**src/hdl/assert_macros.svh**
```systemverilog
// Assertion macros shared by the Chebyshev evaluator modules.
`ifndef ASSERT_MACROS_SVH
`define ASSERT_MACROS_SVH

// Check a property on every clock edge outside reset.
`define CSE_ASSERT(lbl, prop, msg) \
  lbl: assert property (@(posedge clk_i) disable iff (!rst_ni) (prop)) else $error(msg);

// Check a property on every clock edge, reset included.
`define CSE_ASSERT_NR(lbl, prop, msg) \
  lbl: assert property (@(posedge clk_i) (prop)) else $error(msg);

`endif

```
**src/hdl/cse_ram.sv**
```systemverilog
// Generic single-write, single-read RAM with registered read data.
module cse_ram #(
  parameter  int WIDTH = 8,
  parameter  int DEPTH = 16,
  localparam int AW    = (DEPTH > 1) ? $clog2(DEPTH) : 1
) (
  input  logic             clk_i,
  input  logic             we_i,
  input  logic [AW-1:0]    waddr_i,
  input  logic [WIDTH-1:0] wdata_i,
  input  logic [AW-1:0]    raddr_i,
  output logic [WIDTH-1:0] rdata_o
);

  logic [WIDTH-1:0] mem_q [DEPTH];

  // Write one entry when enabled, read one entry every cycle
  always_ff @(posedge clk_i) begin
    if (we_i) begin
      mem_q[waddr_i] <= wdata_i;
    end
    rdata_o <= mem_q[raddr_i];
  end

endmodule

```
**config.mk**
```make
export PLATFORM = sky130hd
export DESIGN_NAME = cse_ram
export DESIGN_NICKNAME = d
export VERILOG_FILES = /design/src/hdl/assert_macros.svh /design/src/hdl/cse_ram.sv
export SDC_FILE = /design/constraint.sdc
export NUM_CORES = 1
export LEC_CHECK = 0
export BUFFER_PORTS_ARGS = -buffer_cell sky130_fd_sc_hd__buf_2
export CORE_ASPECT_RATIO = 0.5
export CORE_MARGIN = 2
export CORE_UTILIZATION = 55
export DETAILED_ROUTE_END_ITERATION = 16
export MAX_ROUTING_LAYER = met4
export PLACE_DENSITY = 0.84
export SLEW_MARGIN = 25
export SYNTH_ARGS = -nofsm -noshare
export SYNTH_HDL_FRONTEND = slang
export SYNTH_SLANG_ARGS = --single-unit
```
**constraint.sdc**
```tcl
create_clock -name clk_i -period 4 [get_ports clk_i]
set_clock_uncertainty 0.15 [all_clocks]
set_input_delay 0.2 -clock clk_i [delete_from_list [all_inputs] [get_ports clk_i]]
set_output_delay 0.2 -clock clk_i [all_outputs]
set_load 0.01 [all_outputs]
```
==> results of run 1 <==
## final cells by class
class / count / area [sq um] / share of cell area (%)
clock buffer: 26 / 489 / 8.32
clock inverter: 5 / 25.0 / 0.426
multi-input combinational: 83 / 1060 / 18.1
sequential: 136 / 4000 / 68.1
tap: 117 / 146 / 2.49
timing repair buffer: 28 / 150 / 2.55
## state kept, by name, indices dropped and copies added, names as in the netlist
name,flops
rdata_o,8
mem_q,128
## per-stage QoR
step	area [sq um]	hold slack (ps)	utilization (%)
5_1_grt	5880	28.7	66.1
3_3_place_gp	5360	436	60.2
4_1_cts	5870	25.0	66.1
6_report	5880	34.9	66.1
2_1_floorplan	5150	149	-
3_5_place_dp	5360	453	60.3
## power by group through the flow
| stage | Combinational [W] | Sequential (W) | Clock [W] |
|---|---|---|---|
| final | 0.000146 | 0.00161 | 0.00135 |
| after global routing | 0.000157 | 0.00161 | 0.00143 |
| after CTS | 0.000146 | 0.00161 | 0.00136 |
| after detailed placement | 0.000144 | 0.00163 | 0 |
| after global placement | 0.000136 | 0.00163 | 0 |
| after floorplan | 0.0000809 | 0.00163 | 0 |
## synthesized netlist by cell type (2+ instances only)
| cell | instances |
|---|---|
| sky130_fd_sc_hd__edfxtp_1 | 128 |
| sky130_fd_sc_hd__mux4_2 | 18 |
| sky130_fd_sc_hd__a22oi_1 | 16 |
| sky130_fd_sc_hd__mux4_1 | 14 |
| sky130_fd_sc_hd__nor2_1 | 13 |
| sky130_fd_sc_hd__nand2_1 | 9 |
| sky130_fd_sc_hd__dfxtp_1 | 8 |
| sky130_fd_sc_hd__nor3_1 | 4 |
| sky130_fd_sc_hd__buf_2 | 3 |
| sky130_fd_sc_hd__buf_6 | 3 |
| sky130_fd_sc_hd__clkdlybuf4s25_2 | 3 |
| sky130_fd_sc_hd__nand2b_1 | 2 |
| sky130_fd_sc_hd__nand3b_1 | 2 |
## worst max-delay path by stage
stage	cells after the start	endpoint
finish	4	rdata_o[4]$_DFF_P_
global route	4	rdata_o[3]$_DFF_P_
CTS	4	rdata_o[3]$_DFF_P_
detailed placement	4	rdata_o[4]$_DFF_P_
global placement	4	rdata_o[4]$_DFF_P_
floorplan	2	mem_q[0][0]$_DFFE_PP_
## worst max-delay path, stage by stage
cell and delay [ps]:
sky130_fd_sc_hd__buf_4 470, sky130_fd_sc_hd__mux4_1 640, sky130_fd_sc_hd__a22oi_1 280, sky130_fd_sc_hd__nand2_1 130
## layout by cell type (no fill, tap or decap)
| master | count |
|---|---|
| sky130_fd_sc_hd__nor2b_1 | 1 |
| sky130_fd_sc_hd__buf_4 | 4 |
| sky130_fd_sc_hd__or3b_2 | 1 |
| sky130_fd_sc_hd__nor3_2 | 1 |
| sky130_fd_sc_hd__nor2_1 | 13 |
| sky130_fd_sc_hd__a22oi_1 | 16 |
| sky130_fd_sc_hd__mux4_1 | 14 |
| sky130_fd_sc_hd__nand3_1 | 1 |
| sky130_fd_sc_hd__mux4_2 | 18 |
| sky130_fd_sc_hd__clkbuf_8 | 3 |
| sky130_fd_sc_hd__buf_2 | 24 |
| sky130_fd_sc_hd__nand2b_1 | 2 |
| sky130_fd_sc_hd__and2b_1 | 1 |
| sky130_fd_sc_hd__clkbuf_1 | 6 |
| sky130_fd_sc_hd__nand2_1 | 9 |
| sky130_fd_sc_hd__edfxtp_1 | 128 |
| sky130_fd_sc_hd__and2_1 | 1 |
| sky130_fd_sc_hd__nor3_1 | 3 |
| sky130_fd_sc_hd__nand3b_1 | 2 |
| sky130_fd_sc_hd__clkinv_2 | 5 |
| sky130_fd_sc_hd__dfxtp_1 | 8 |
| sky130_fd_sc_hd__clkbuf_16 | 17 |
## per-layer routing
metal	up-vias	global-route usage [%]	part of all wire, %
met1	1290	29.7	41
met5	-	-	0
li1	1051	-	-
met4	0	6.56	0.80
met3	13	7.99	11
met2	147	34.1	48
## logic make-up (layout without fill, tap and decap cells)
family / count (synthesis) / after routing / share of synthesized area [%]
AOI/OAI and AO/OA: 16 / 16 / 2.33
buffers and inverters: 10 / 59 / 1.68
DFF: 136 / 136 / 77.8
muxes: 32 / 32 / 15.0
and+or+nand+nor: 35 / 35 / 3.18
==> impl_metrics.prom, run 1 <==
# TYPE chip_impl_metric gauge
chip_impl_metric{name="cts-buffers-inserted",unit=""} 17
chip_impl_metric{name="drt.antenna.violating_nets",unit=""} 0
chip_impl_metric{name="r2r_cells",unit=""} 3
chip_impl_metric{name="cts-htree-levels",unit=""} 4
chip_impl_metric{name="post_cts_resized",unit=""} 0
chip_impl_metric{name="slew_headroom",unit="%"} 34.0
chip_impl_info{name="synth_area_leaders",value="sky130_fd_sc_hd__edfxtp_1 (75%), sky130_fd_sc_hd__mux4_2 (7.9%), sky130_fd_sc_hd__mux4_1 (7.1%)"} 1
chip_impl_metric{name="detail_route.vias_per_cell",unit=""} 6.33
chip_impl_info{name="rsz0062_at_grt",value="false"} 1
chip_impl_metric{name="insertion_delay",unit="ps"} 410
chip_impl_info{name="critPathCaptureType",value="flip-flop"} 1
chip_impl_info{name="cts_root_buffer",value="sky130_fd_sc_hd__clkbuf_16"} 1
chip_impl_metric{name="power.total",unit="W"} 0.00310
chip_impl_metric{name="drc_errors",unit=""} 0
chip_impl_metric{name="syn_area",unit="sq um"} 5150
chip_impl_metric{name="synth-warning-count",unit=""} 0
chip_impl_metric{name="crit_required",unit="ps"} 4120
chip_impl_metric{name="clockBufferDepth",unit=""} 2
chip_impl_metric{name="vdd_ir_drop_max",unit="mV"} 0.394
chip_impl_metric{name="power.switching_fraction",unit="%"} 19.9
chip_impl_metric{name="cap_violations",unit=""} 0
chip_impl_info{name="ys.flop_type",value="sky130_fd_sc_hd__edfxtp_1"} 1
chip_impl_metric{name="switchingPower",unit="W"} 0.000617
chip_impl_info{name="hold_end",value="mem_q[12][0]$_DFFE_PP_"} 1
chip_impl_metric{name="antenna_cells",unit=""} 0
chip_impl_metric{name="io_pins",unit=""} 26
chip_impl_metric{name="layout_min_cycle_time",unit="ps"} 1650
chip_impl_metric{name="post-place-cells",unit=""} 364
chip_impl_metric{name="cp_max_fo",unit=""} 32
chip_impl_info{name="critPathKind",value="input port to flip-flop"} 1
chip_impl_metric{name="fmax",unit="MHz"} 607
chip_impl_metric{name="coreArea",unit="sq um"} 8890
chip_impl_metric{name="cellInternalPower",unit="W"} 0.00248
chip_impl_metric{name="rrSetupSlack",unit="ps"} 2420
chip_impl_metric{name="clock_sinks",unit=""} 136
chip_impl_info{name="hp-class",value="input port to flip-flop"} 1
chip_impl_metric{name="drive_above_1_share",unit="%"} 26.3
chip_impl_metric{name="total_leakage_power",unit="nW"} 1.97
chip_impl_metric{name="grt_start_max_net_pins",unit=""} 33
chip_impl_metric{name="final_critical_path_setup_slack",unit="ps"} 2350
chip_impl_metric{name="cp_data_arrival_time",unit="ps"} 1760
chip_impl_metric{name="share_clk_of_total_power",unit="%"} 43.5
chip_impl_metric{name="route.vias.total",unit=""} 2501
chip_impl_metric{name="pwr-share-comb",unit="%"} 4.7
chip_impl_metric{name="report.final.setup_viol",unit=""} 0
chip_impl_metric{name="cts_hold_buffers",unit=""} 0
chip_impl_metric{name="syn_inst",unit=""} 229
chip_impl_metric{name="dp.final_hpwl",unit="um"} 6020
chip_impl_metric{name="post_cts_setup_buffer_count",unit=""} 0
chip_impl_metric{name="sum_of_negative_setup_slack",unit="ps"} 0
chip_impl_metric{name="fillers",unit=""} 521
chip_impl_metric{name="timing.final.crit_share",unit="%"} 41.2
chip_impl_metric{name="ys_seq_elements",unit=""} 136
chip_impl_info{name="r2r-start",value="mem_q[9][4]$_DFFE_PP_"} 1
chip_impl_metric{name="placement_rows",unit=""} 24
chip_impl_metric{name="chipWidth",unit="um"} 141
chip_impl_metric{name="die_height",unit="um"} 72.4
chip_impl_metric{name="grt_total_usage",unit="%"} 22.5
chip_impl_metric{name="mappedNetlistNets",unit=""} 247
chip_impl_metric{name="clk_pin_slew_worst_paths",unit="ps"} 50
chip_impl_info{name="critical_path.reg2reg.endpoint",value="rdata_o[4]$_DFF_P_"} 1
chip_impl_metric{name="grt_antenna_before_repair",unit=""} 0
chip_impl_metric{name="slew_violations",unit=""} 0
chip_impl_metric{name="gpl.final_weighted_congestion",unit=""} 0.802
chip_impl_info{name="crit_path_start",value="raddr_i[0]"} 1
chip_impl_metric{name="sequential_fraction_of_the_synthesis_area",unit="%"} 77.8
chip_impl_metric{name="postSynthAreaPerCell",unit="sq um"} 22.5
chip_impl_metric{name="post_drt_wl_per_cell",unit="um"} 25.8
chip_impl_metric{name="synth_cell_type_count",unit=""} 19
chip_impl_metric{name="floorplan.die_area",unit="sq um"} 10200
chip_impl_info{name="synth.largest_area_cell",value="sky130_fd_sc_hd__edfxtp_1"} 1
chip_impl_metric{name="drt-total-wl",unit="um"} 10200
chip_impl_metric{name="worst_pin_slew",unit="ps"} 986
chip_impl_metric{name="grt_overflow_total",unit=""} 0
chip_impl_metric{name="via_count_of_the_first_global_routing_pass",unit=""} 2511
chip_impl_info{name="critPathLaunchType",value="input port"} 1
chip_impl_metric{name="area.growth.synth_to_final",unit="%"} 14.2
chip_impl_metric{name="final_net_count",unit=""} 284
chip_impl_metric{name="power_density",unit="nW/um^2"} 528
chip_impl_metric{name="drtPass1Iterations",unit=""} 7
chip_impl_metric{name="layout.cells.non_filler",unit=""} 395
chip_impl_metric{name="synth-edff-count",unit=""} 128
chip_impl_info{name="tritoncts_clock_tree",value="yes"} 1
chip_impl_metric{name="post-place-ws",unit="ps"} 1620
chip_impl_metric{name="initial_core_util",unit="%"} 57.9
chip_impl_metric{name="drt_iter0_markers",unit=""} 379
chip_impl_metric{name="share_of_yosys_cell_area_claimed_by_the_top_area_cell_type",unit="%"} 74.7
chip_impl_metric{name="grt_pass1_wl",unit="um"} 15300
chip_impl_info{name="holdCritStartpoint",value="wdata_i[0]"} 1
chip_impl_metric{name="hold_viol_final",unit=""} 0
chip_impl_metric{name="number_of_input_and_output_port_buffers_inserted",unit=""} 25
chip_impl_metric{name="synth_async_sr_flop_share",unit="%"} 0
chip_impl_info{name="status",value="finished, final reports clean"} 1
chip_impl_metric{name="worst_hold_path.num_cells",unit=""} 1
chip_impl_metric{name="sequentialPowerShare",unit="%"} 51.8
Note: power is estimated with default switching activity, not from simulation.
==> run 2, diff against run 1 <==
--- a/config.mk
+++ b/config.mk
@@ -8,10 +8,10 @@
 export BUFFER_PORTS_ARGS = -buffer_cell sky130_fd_sc_hd__buf_2
 export CORE_ASPECT_RATIO = 0.5
 export CORE_MARGIN = 2
-export CORE_UTILIZATION = 55
+export CORE_UTILIZATION = 54
 export DETAILED_ROUTE_END_ITERATION = 16
 export MAX_ROUTING_LAYER = met4
-export PLACE_DENSITY = 0.84
+export PLACE_DENSITY = 0.85
 export SLEW_MARGIN = 25
 export SYNTH_ARGS = -nofsm -noshare
 export SYNTH_HDL_FRONTEND = slang
==> constraint.sdc (replaced) <==
create_clock -name clk_i -period 1.35 [get_ports clk_i]
set_clock_uncertainty 0.15 [all_clocks]
set_input_delay 0.0675 -clock clk_i [delete_from_list [all_inputs] [get_ports clk_i]]
set_output_delay 0.0675 -clock clk_i [all_outputs]
set_load 0.01 [all_outputs]
==> impl_metrics.prom, run 2 (synthesis gave the netlist of run 1 again) <==
# TYPE chip_impl_metric gauge
chip_impl_info{name="status",value="complete, but fails checks"} 1
chip_impl_info{name="failing_checks",value="negative setup slack"} 1
chip_impl_metric{name="drt-total-wl",unit="um"} 11700
chip_impl_metric{name="post_drt_wl_per_cell",unit="um"} 26.7
chip_impl_metric{name="drc_errors",unit=""} 0
chip_impl_info{name="critPathLaunchType",value="flip-flop"} 1
chip_impl_metric{name="drive_above_1_share",unit="%"} 42.1
chip_impl_metric{name="detail_route.vias_per_cell",unit=""} 6.37
chip_impl_info{name="timing.critical_path.slowest_stage_cell",value="sky130_fd_sc_hd__mux4_2"} 1
chip_impl_metric{name="floorplan.die_area",unit="sq um"} 10400
chip_impl_metric{name="area.growth.synth_to_final",unit="%"} 24.8
chip_impl_metric{name="chipWidth",unit="um"} 142
chip_impl_metric{name="drt.antenna.violating_nets",unit=""} 0
chip_impl_metric{name="met3_wirelength",unit="um"} 1010
chip_impl_info{name="hp-class",value="input port to flip-flop"} 1
chip_impl_metric{name="drt-met1-wl",unit="um"} 4890
chip_impl_metric{name="final_net_count",unit=""} 323
chip_impl_metric{name="layout_min_cycle_time",unit="ps"} 1480
chip_impl_info{name="worstPathCellList",value="mux4_2 > a22oi_2 > nand2_1"} 1
chip_impl_metric{name="grt_total_usage",unit="%"} 25.5
chip_impl_metric{name="report.final.setup_viol",unit=""} 8
chip_impl_metric{name="worst_pin_slew",unit="ps"} 960
chip_impl_metric{name="cpPeakStageDelay",unit="ps"} 490
chip_impl_metric{name="critical_path.n_buffers_inverters",unit=""} 0
chip_impl_metric{name="die_height",unit="um"} 73.0
chip_impl_info{name="top_layer",value="met4"} 1
chip_impl_metric{name="coreArea",unit="sq um"} 9350
chip_impl_metric{name="multiInputGateArea",unit="sq um"} 1110
chip_impl_metric{name="slew_violations",unit=""} 0
chip_impl_metric{name="layout.area.seq",unit="sq um"} 4000
chip_impl_metric{name="vdd_ir_drop_max",unit="mV"} 0.785
chip_impl_metric{name="hold_viol_final",unit=""} 0
chip_impl_info{name="critPathKind",value="flip-flop to flip-flop"} 1
chip_impl_info{name="critPathCaptureType",value="flip-flop"} 1
chip_impl_info{name="top_register",value="mem_q"} 1
chip_impl_metric{name="drtPass1Iterations",unit=""} 4
chip_impl_metric{name="total_leakage_power",unit="nW"} 2.19
chip_impl_metric{name="cp_data_arrival_time",unit="ps"} 1630
chip_impl_metric{name="number_of_input_and_output_port_buffers_inserted",unit=""} 25
chip_impl_info{name="rsz0062_at_grt",value="true"} 1
chip_impl_metric{name="clk_pin_slew_worst_paths",unit="ps"} 60
chip_impl_metric{name="crit_required",unit="ps"} 1500
chip_impl_info{name="layout.cells.most_common",value="sky130_fd_sc_hd__edfxtp_1"} 1
chip_impl_info{name="cts_root_buffer",value="sky130_fd_sc_hd__clkbuf_16"} 1
chip_impl_metric{name="initial_core_util",unit="%"} 55.0
chip_impl_metric{name="final_critical_path_setup_slack",unit="ps"} -130
chip_impl_metric{name="io_pins",unit=""} 26
chip_impl_info{name="tritoncts_clock_tree",value="yes"} 1
chip_impl_metric{name="grt_pass1_wl",unit="um"} 17600
chip_impl_metric{name="layout.core_utilization",unit="%"} 68.7
chip_impl_metric{name="cp_max_fo",unit=""} 1
chip_impl_metric{name="fillers",unit=""} 493
chip_impl_metric{name="insertion_delay",unit="ps"} 410
chip_impl_metric{name="layout.cells.non_filler",unit=""} 440
chip_impl_metric{name="post_cts_setup_buffer_count",unit=""} 0
chip_impl_metric{name="fmax",unit="MHz"} 675
chip_impl_metric{name="grt_antenna_before_repair",unit=""} 1
chip_impl_metric{name="clock_sinks",unit=""} 136
chip_impl_metric{name="via_count_of_the_first_global_routing_pass",unit=""} 2724
chip_impl_metric{name="cts-htree-levels",unit=""} 4
chip_impl_metric{name="clockBufferDepth",unit=""} 2
chip_impl_metric{name="dp.final_hpwl",unit="um"} 6860
chip_impl_metric{name="grt_start_max_net_pins",unit=""} 29
chip_impl_metric{name="post-place-cells",unit=""} 399
chip_impl_metric{name="placement_rows",unit=""} 25
chip_impl_metric{name="timing.final.crit_share",unit="%"} 110
chip_impl_info{name="biggestRegsByFlops",value="mem_q x128, rdata_o x8"} 1
chip_impl_metric{name="slew_headroom",unit="%"} 35.8
chip_impl_metric{name="met2RoutedLength",unit="um"} 5600
chip_impl_metric{name="cts-buffers-inserted",unit=""} 17
chip_impl_metric{name="cap_violations",unit=""} 0
chip_impl_metric{name="grt_overflow_total",unit=""} 0
chip_impl_info{name="final_cell_mix",value="sky130_fd_sc_hd__edfxtp_1 (128), sky130_fd_sc_hd__mux4_2 (26), sky130_fd_sc_hd__buf_2 (25), sky130_fd_sc_hd__buf_4 (25), sky130_fd_sc_hd__clkbuf_16 (17)"} 1
chip_impl_info{name="cp_top_family",value="multiplexers"} 1
chip_impl_metric{name="route.vias.total",unit=""} 2803
chip_impl_metric{name="drt_iter0_markers",unit=""} 385
chip_impl_metric{name="gpl.final_weighted_congestion",unit=""} 0.817
chip_impl_metric{name="largest_reg_flops",unit=""} 128
chip_impl_metric{name="power_density",unit="nW/um^2"} 1530
run 2: final cells by class:
| type | instances | share of cell area [%] |
|---|---|---|
| multi-input cells | 83 | 17.3 |
| flip-flops and latches | 136 | 62.3 |
| diodes | 1 | 0.0389 |
| well taps | 121 | 2.36 |
| clock inverters | 14 | 2.38 |
| repair buffers | 67 | 8.92 |
| clock buffers | 18 | 6.68 |
run 2: metrics by stage:
stage / setup slack [ps] / hold WS, ps / TNS, ps / power, W / instance area (sq um)
floorplan: -3.97 / 16.4 / -11.9 / 0.00509 / 5190
global placement: -329 / 289 / -2710 / 0.00531 / 5740
detailed placement: -351 / 311 / -7550 / 0.00535 / 5740
CTS: -131 / 47.5 / -825 / 0.00984 / 6410
global route: -163 / 54.4 / -1090 / 0.0101 / 6430
finish: -130 / 71.6 / -910 / 0.00982 / 6430
run 2: final timing paths:
path | from | to | slack [ps] | cells after the start
setup / recovery | mem_q[2][3]$_DFFE_PP_ | rdata_o[3]$_DFF_P_ | -130 | 3
hold / removal | waddr_i[1] | mem_q[0][0]$_DFFE_PP_ | 70 | 3
setup reg to reg | mem_q[2][3]$_DFFE_PP_ | rdata_o[3]$_DFF_P_ | -130 | 3
hold reg to reg | mem_q[12][2]$_DFFE_PP_ | rdata_o[2]$_DFF_P_ | 550 | 3
run 2: per-layer routing:
layer | global-route usage, % | vias up
met4 | 7.56 | 0
met3 | 7.28 | 23
met2 | 38.3 | 202
met5 | - | -
li1 | - | 1126
met1 | 34.9 | 1452
run 2: repair_timing:
action / 4_1_cts / 5_1_grt
endpoints found under the setup margin: 8 / 8
gates resized for setup: 13 / 6
pin swaps: 8 / 4
hold endpoints to repair: 128 / 0
hold buffers: 8 / 0
run 2: tightest hold or removal path, stage by stage:
cell	delay, ps
sky130_fd_sc_hd__buf_2	190
sky130_fd_sc_hd__nor3_4	60
sky130_fd_sc_hd__buf_12	140
run 2: power breakdown:
part / switching, W / internal, W / leakage (nW) / total (W)
Combinational: 0.000317 / 0.000261 / 0.691 / 0.000577
Clock: 0.00176 / 0.00273 / 0.272 / 0.00448
Sequential: 0.0000344 / 0.00472 / 1.22 / 0.00476
==> run 3, diff against run 2 <==
==> constraint.sdc (replaced) <==
create_clock -name clk_i -period 1.31 [get_ports clk_i]
set_clock_uncertainty 0.15 [all_clocks]
set_input_delay 0.0655 -clock clk_i [delete_from_list [all_inputs] [get_ports clk_i]]
set_output_delay 0.0655 -clock clk_i [all_outputs]
set_load 0.01 [all_outputs]
==> impl_metrics.prom, run 3 (synthesis gave the netlist of run 1 again) <==
# TYPE chip_impl_metric gauge
chip_impl_metric{name="coreArea",unit="sq um"} 9350
chip_impl_metric{name="layout.core_utilization",unit="%"} 68.3
chip_impl_info{name="critical_path.reg2reg.endpoint",value="rdata_o[2]$_DFF_P_"} 1
chip_impl_metric{name="chipWidth",unit="um"} 142
chip_impl_metric{name="via_count_of_the_first_global_routing_pass",unit=""} 2803
chip_impl_metric{name="final_net_count",unit=""} 321
chip_impl_info{name="tritoncts_clock_tree",value="yes"} 1
chip_impl_metric{name="cp_data_arrival_time",unit="ps"} 1700
chip_impl_metric{name="antenna_cells",unit=""} 0
chip_impl_metric{name="cts-htree-levels",unit=""} 4
chip_impl_metric{name="grt_antenna_before_repair",unit=""} 0
chip_impl_metric{name="hold_ws",unit="ps"} 77.4
chip_impl_metric{name="worst_pin_slew",unit="ps"} 1050
chip_impl_metric{name="r2r_cells",unit=""} 3
chip_impl_metric{name="fillers",unit=""} 511
chip_impl_metric{name="clock_sinks",unit=""} 136
chip_impl_metric{name="die_height",unit="um"} 73.0
chip_impl_metric{name="gpl.final_weighted_congestion",unit=""} 0.808
chip_impl_metric{name="post-place-cells",unit=""} 398
chip_impl_metric{name="hold_viol_final",unit=""} 0
chip_impl_metric{name="crit_required",unit="ps"} 1450
chip_impl_metric{name="drc_errors",unit=""} 0
chip_impl_metric{name="number_of_input_and_output_port_buffers_inserted",unit=""} 25
chip_impl_metric{name="drive_above_1_share",unit="%"} 40.8
chip_impl_metric{name="final_critical_path_setup_slack",unit="ps"} -250
chip_impl_metric{name="clockBufferDepth",unit=""} 2
chip_impl_metric{name="power_density",unit="nW/um^2"} 1620
chip_impl_metric{name="cts-buffers-inserted",unit=""} 17
chip_impl_metric{name="area.growth.synth_to_final",unit="%"} 24.2
chip_impl_info{name="critPathLaunchType",value="flip-flop"} 1
chip_impl_metric{name="detail_route.vias_per_cell",unit=""} 6.38
chip_impl_metric{name="rrSetupSlack",unit="ps"} -250
chip_impl_info{name="critPathCaptureType",value="flip-flop"} 1
chip_impl_info{name="cp_top_family",value="multiplexers"} 1
chip_impl_metric{name="grt_total_usage",unit="%"} 26.2
chip_impl_info{name="top_register",value="mem_q"} 1
chip_impl_metric{name="layout.cells.non_filler",unit=""} 437
chip_impl_metric{name="drt_iter0_markers",unit=""} 396
chip_impl_metric{name="clk_pin_slew_worst_paths",unit="ps"} 60
chip_impl_info{name="final_cell_mix",value="sky130_fd_sc_hd__edfxtp_1 (128), sky130_fd_sc_hd__mux4_2 (28), sky130_fd_sc_hd__buf_2 (25), sky130_fd_sc_hd__buf_4 (25), sky130_fd_sc_hd__clkbuf_16 (17)"} 1
chip_impl_info{name="failing_checks",value="negative setup slack"} 1
chip_impl_metric{name="cap_violations",unit=""} 0
chip_impl_metric{name="sum_of_negative_setup_slack",unit="ps"} -1410
chip_impl_info{name="status",value="complete, but fails checks"} 1
chip_impl_metric{name="io_pins",unit=""} 26
chip_impl_info{name="cts_root_buffer",value="sky130_fd_sc_hd__clkbuf_16"} 1
chip_impl_metric{name="post-place-ws",unit="ps"} -374
chip_impl_metric{name="layout_min_cycle_time",unit="ps"} 1560
chip_impl_metric{name="grt_pass1_wl",unit="um"} 17700
chip_impl_info{name="layout.cells.most_common",value="sky130_fd_sc_hd__edfxtp_1"} 1
chip_impl_metric{name="multiInputGateArea",unit="sq um"} 1110
chip_impl_metric{name="critical_path.n_buffers_inverters",unit=""} 0
chip_impl_metric{name="floorplan.die_area",unit="sq um"} 10400
chip_impl_metric{name="fmax",unit="MHz"} 641
chip_impl_metric{name="total_leakage_power",unit="nW"} 2.18
chip_impl_metric{name="grt_start_max_net_pins",unit=""} 22
chip_impl_info{name="hp-class",value="input port to flip-flop"} 1
chip_impl_metric{name="drt-total-wl",unit="um"} 12000
chip_impl_metric{name="cp_max_fo",unit=""} 1
chip_impl_metric{name="slew_headroom",unit="%"} 29.5
chip_impl_metric{name="placement_rows",unit=""} 25
chip_impl_info{name="critPathKind",value="flip-flop to flip-flop"} 1
chip_impl_metric{name="slew_violations",unit=""} 0
chip_impl_info{name="r2r-start",value="mem_q[1][2]$_DFFE_PP_"} 1
chip_impl_metric{name="timing.final.crit_share",unit="%"} 119
chip_impl_metric{name="insertion_delay",unit="ps"} 410
chip_impl_metric{name="initial_core_util",unit="%"} 55.0
chip_impl_metric{name="layout.area.seq",unit="sq um"} 4000
chip_impl_metric{name="post_drt_wl_per_cell",unit="um"} 27.6
chip_impl_metric{name="drt.antenna.violating_nets",unit=""} 0
chip_impl_metric{name="route.vias.total",unit=""} 2790
chip_impl_metric{name="grt_overflow_total",unit=""} 0
chip_impl_metric{name="dp.final_hpwl",unit="um"} 6710
chip_impl_metric{name="drtPass1Iterations",unit=""} 5
chip_impl_metric{name="vdd_ir_drop_max",unit="mV"} 1.07
chip_impl_info{name="worstPathCellList",value="mux4_2 > a22oi_2 > nand2_1"} 1
chip_impl_info{name="hold_end",value="mem_q[12][3]$_DFFE_PP_"} 1
chip_impl_metric{name="report.final.setup_viol",unit=""} 8
chip_impl_info{name="biggestRegsByFlops",value="mem_q x128, rdata_o x8"} 1
chip_impl_metric{name="largest_reg_flops",unit=""} 128
chip_impl_info{name="timing.critical_path.slowest_stage_cell",value="sky130_fd_sc_hd__mux4_2"} 1
chip_impl_metric{name="worst_hold_path.num_cells",unit=""} 3
chip_impl_info{name="holdCritStartpoint",value="waddr_i[0]"} 1
chip_impl_metric{name="cpPeakStageDelay",unit="ps"} 490
chip_impl_info{name="rsz0062_at_grt",value="true"} 1
[run 3: cell count changes in the layout (fill, tap and decap cells not counted), moves of 2 or more]
cell / change
sky130_fd_sc_hd__clkinv_1: +3
sky130_fd_sc_hd__clkinv_4: -5
sky130_fd_sc_hd__buf_12: -2
sky130_fd_sc_hd__clkinvlp_4: -3
sky130_fd_sc_hd__clkbuf_1: +3
sky130_fd_sc_hd__bufinv_16: +2
sky130_fd_sc_hd__mux4_2: +2
sky130_fd_sc_hd__mux4_1: -2
[run 3: area by class of cell]
class	instances	share of cell area [%]
Clock inverter	11	2.41
Clock buffer	21	6.89
Sequential cell	136	62.6
Timing Repair Buffer	65	8.34
Multi-Input combinational cell	83	17.3
Tap cell	121	2.37
[run 3: what timing repair did]
action / CTS / global route
hold buffers: 8 / 0
endpoints found under the hold margin: 128 / 0
resized for setup: 15 / 6
endpoints found under the setup margin: 8 / 8
buffers inserted: 0 / 0
pin swaps: 5 / 4
[run 3: metal layers]
metal  track usage [%]  share of wire (%)  vias up  routed length, um
met5                 -                  0        -                  0
met4              10.7                2.7        0                322
met3              8.99                 10       30               1210
met2              39.3                 47      205               5660
met1              33.7                 40     1438               4840
li1                  -                  -     1117                  -
[run 3: tightest hold or removal path, stage by stage]
cell and delay [ps]:
sky130_fd_sc_hd__buf_2 150, sky130_fd_sc_hd__nor3_2 60, sky130_fd_sc_hd__buf_4 180
[run 3: per-stage QoR]
| stage | total power (W) | area, sq um |
|---|---|---|
| floorplan | 0.00524 | 5190 |
| global placement | 0.00548 | 5710 |
| detailed placement | 0.00551 | 5710 |
| CTS | 0.0103 | 6380 |
| global route | 0.0106 | 6390 |
| finish | 0.0103 | 6390 |
[run 3: where the power goes]
group	switching (W)	total (W)	internal, W
logic	0.000329	0.000594	0.000265
clock network	0.00169	0.00484	0.00315
registers	0.0000357	0.00490	0.00487
[run 3: worst max path at each step]
stage | depth (start not counted) | start | end
4_1_cts | 4 | mem_q[3][7]$_DFFE_PP_ | rdata_o[7]$_DFF_P_
3_3_place_gp | 6 | raddr_i[0] | rdata_o[6]$_DFF_P_
3_5_place_dp | 5 | raddr_i[0] | rdata_o[2]$_DFF_P_
5_1_grt | 3 | mem_q[1][2]$_DFFE_PP_ | rdata_o[2]$_DFF_P_
6_report | 3 | mem_q[1][2]$_DFFE_PP_ | rdata_o[2]$_DFF_P_
2_1_floorplan | 5 | raddr_i[0] | rdata_o[1]$_DFF_P_
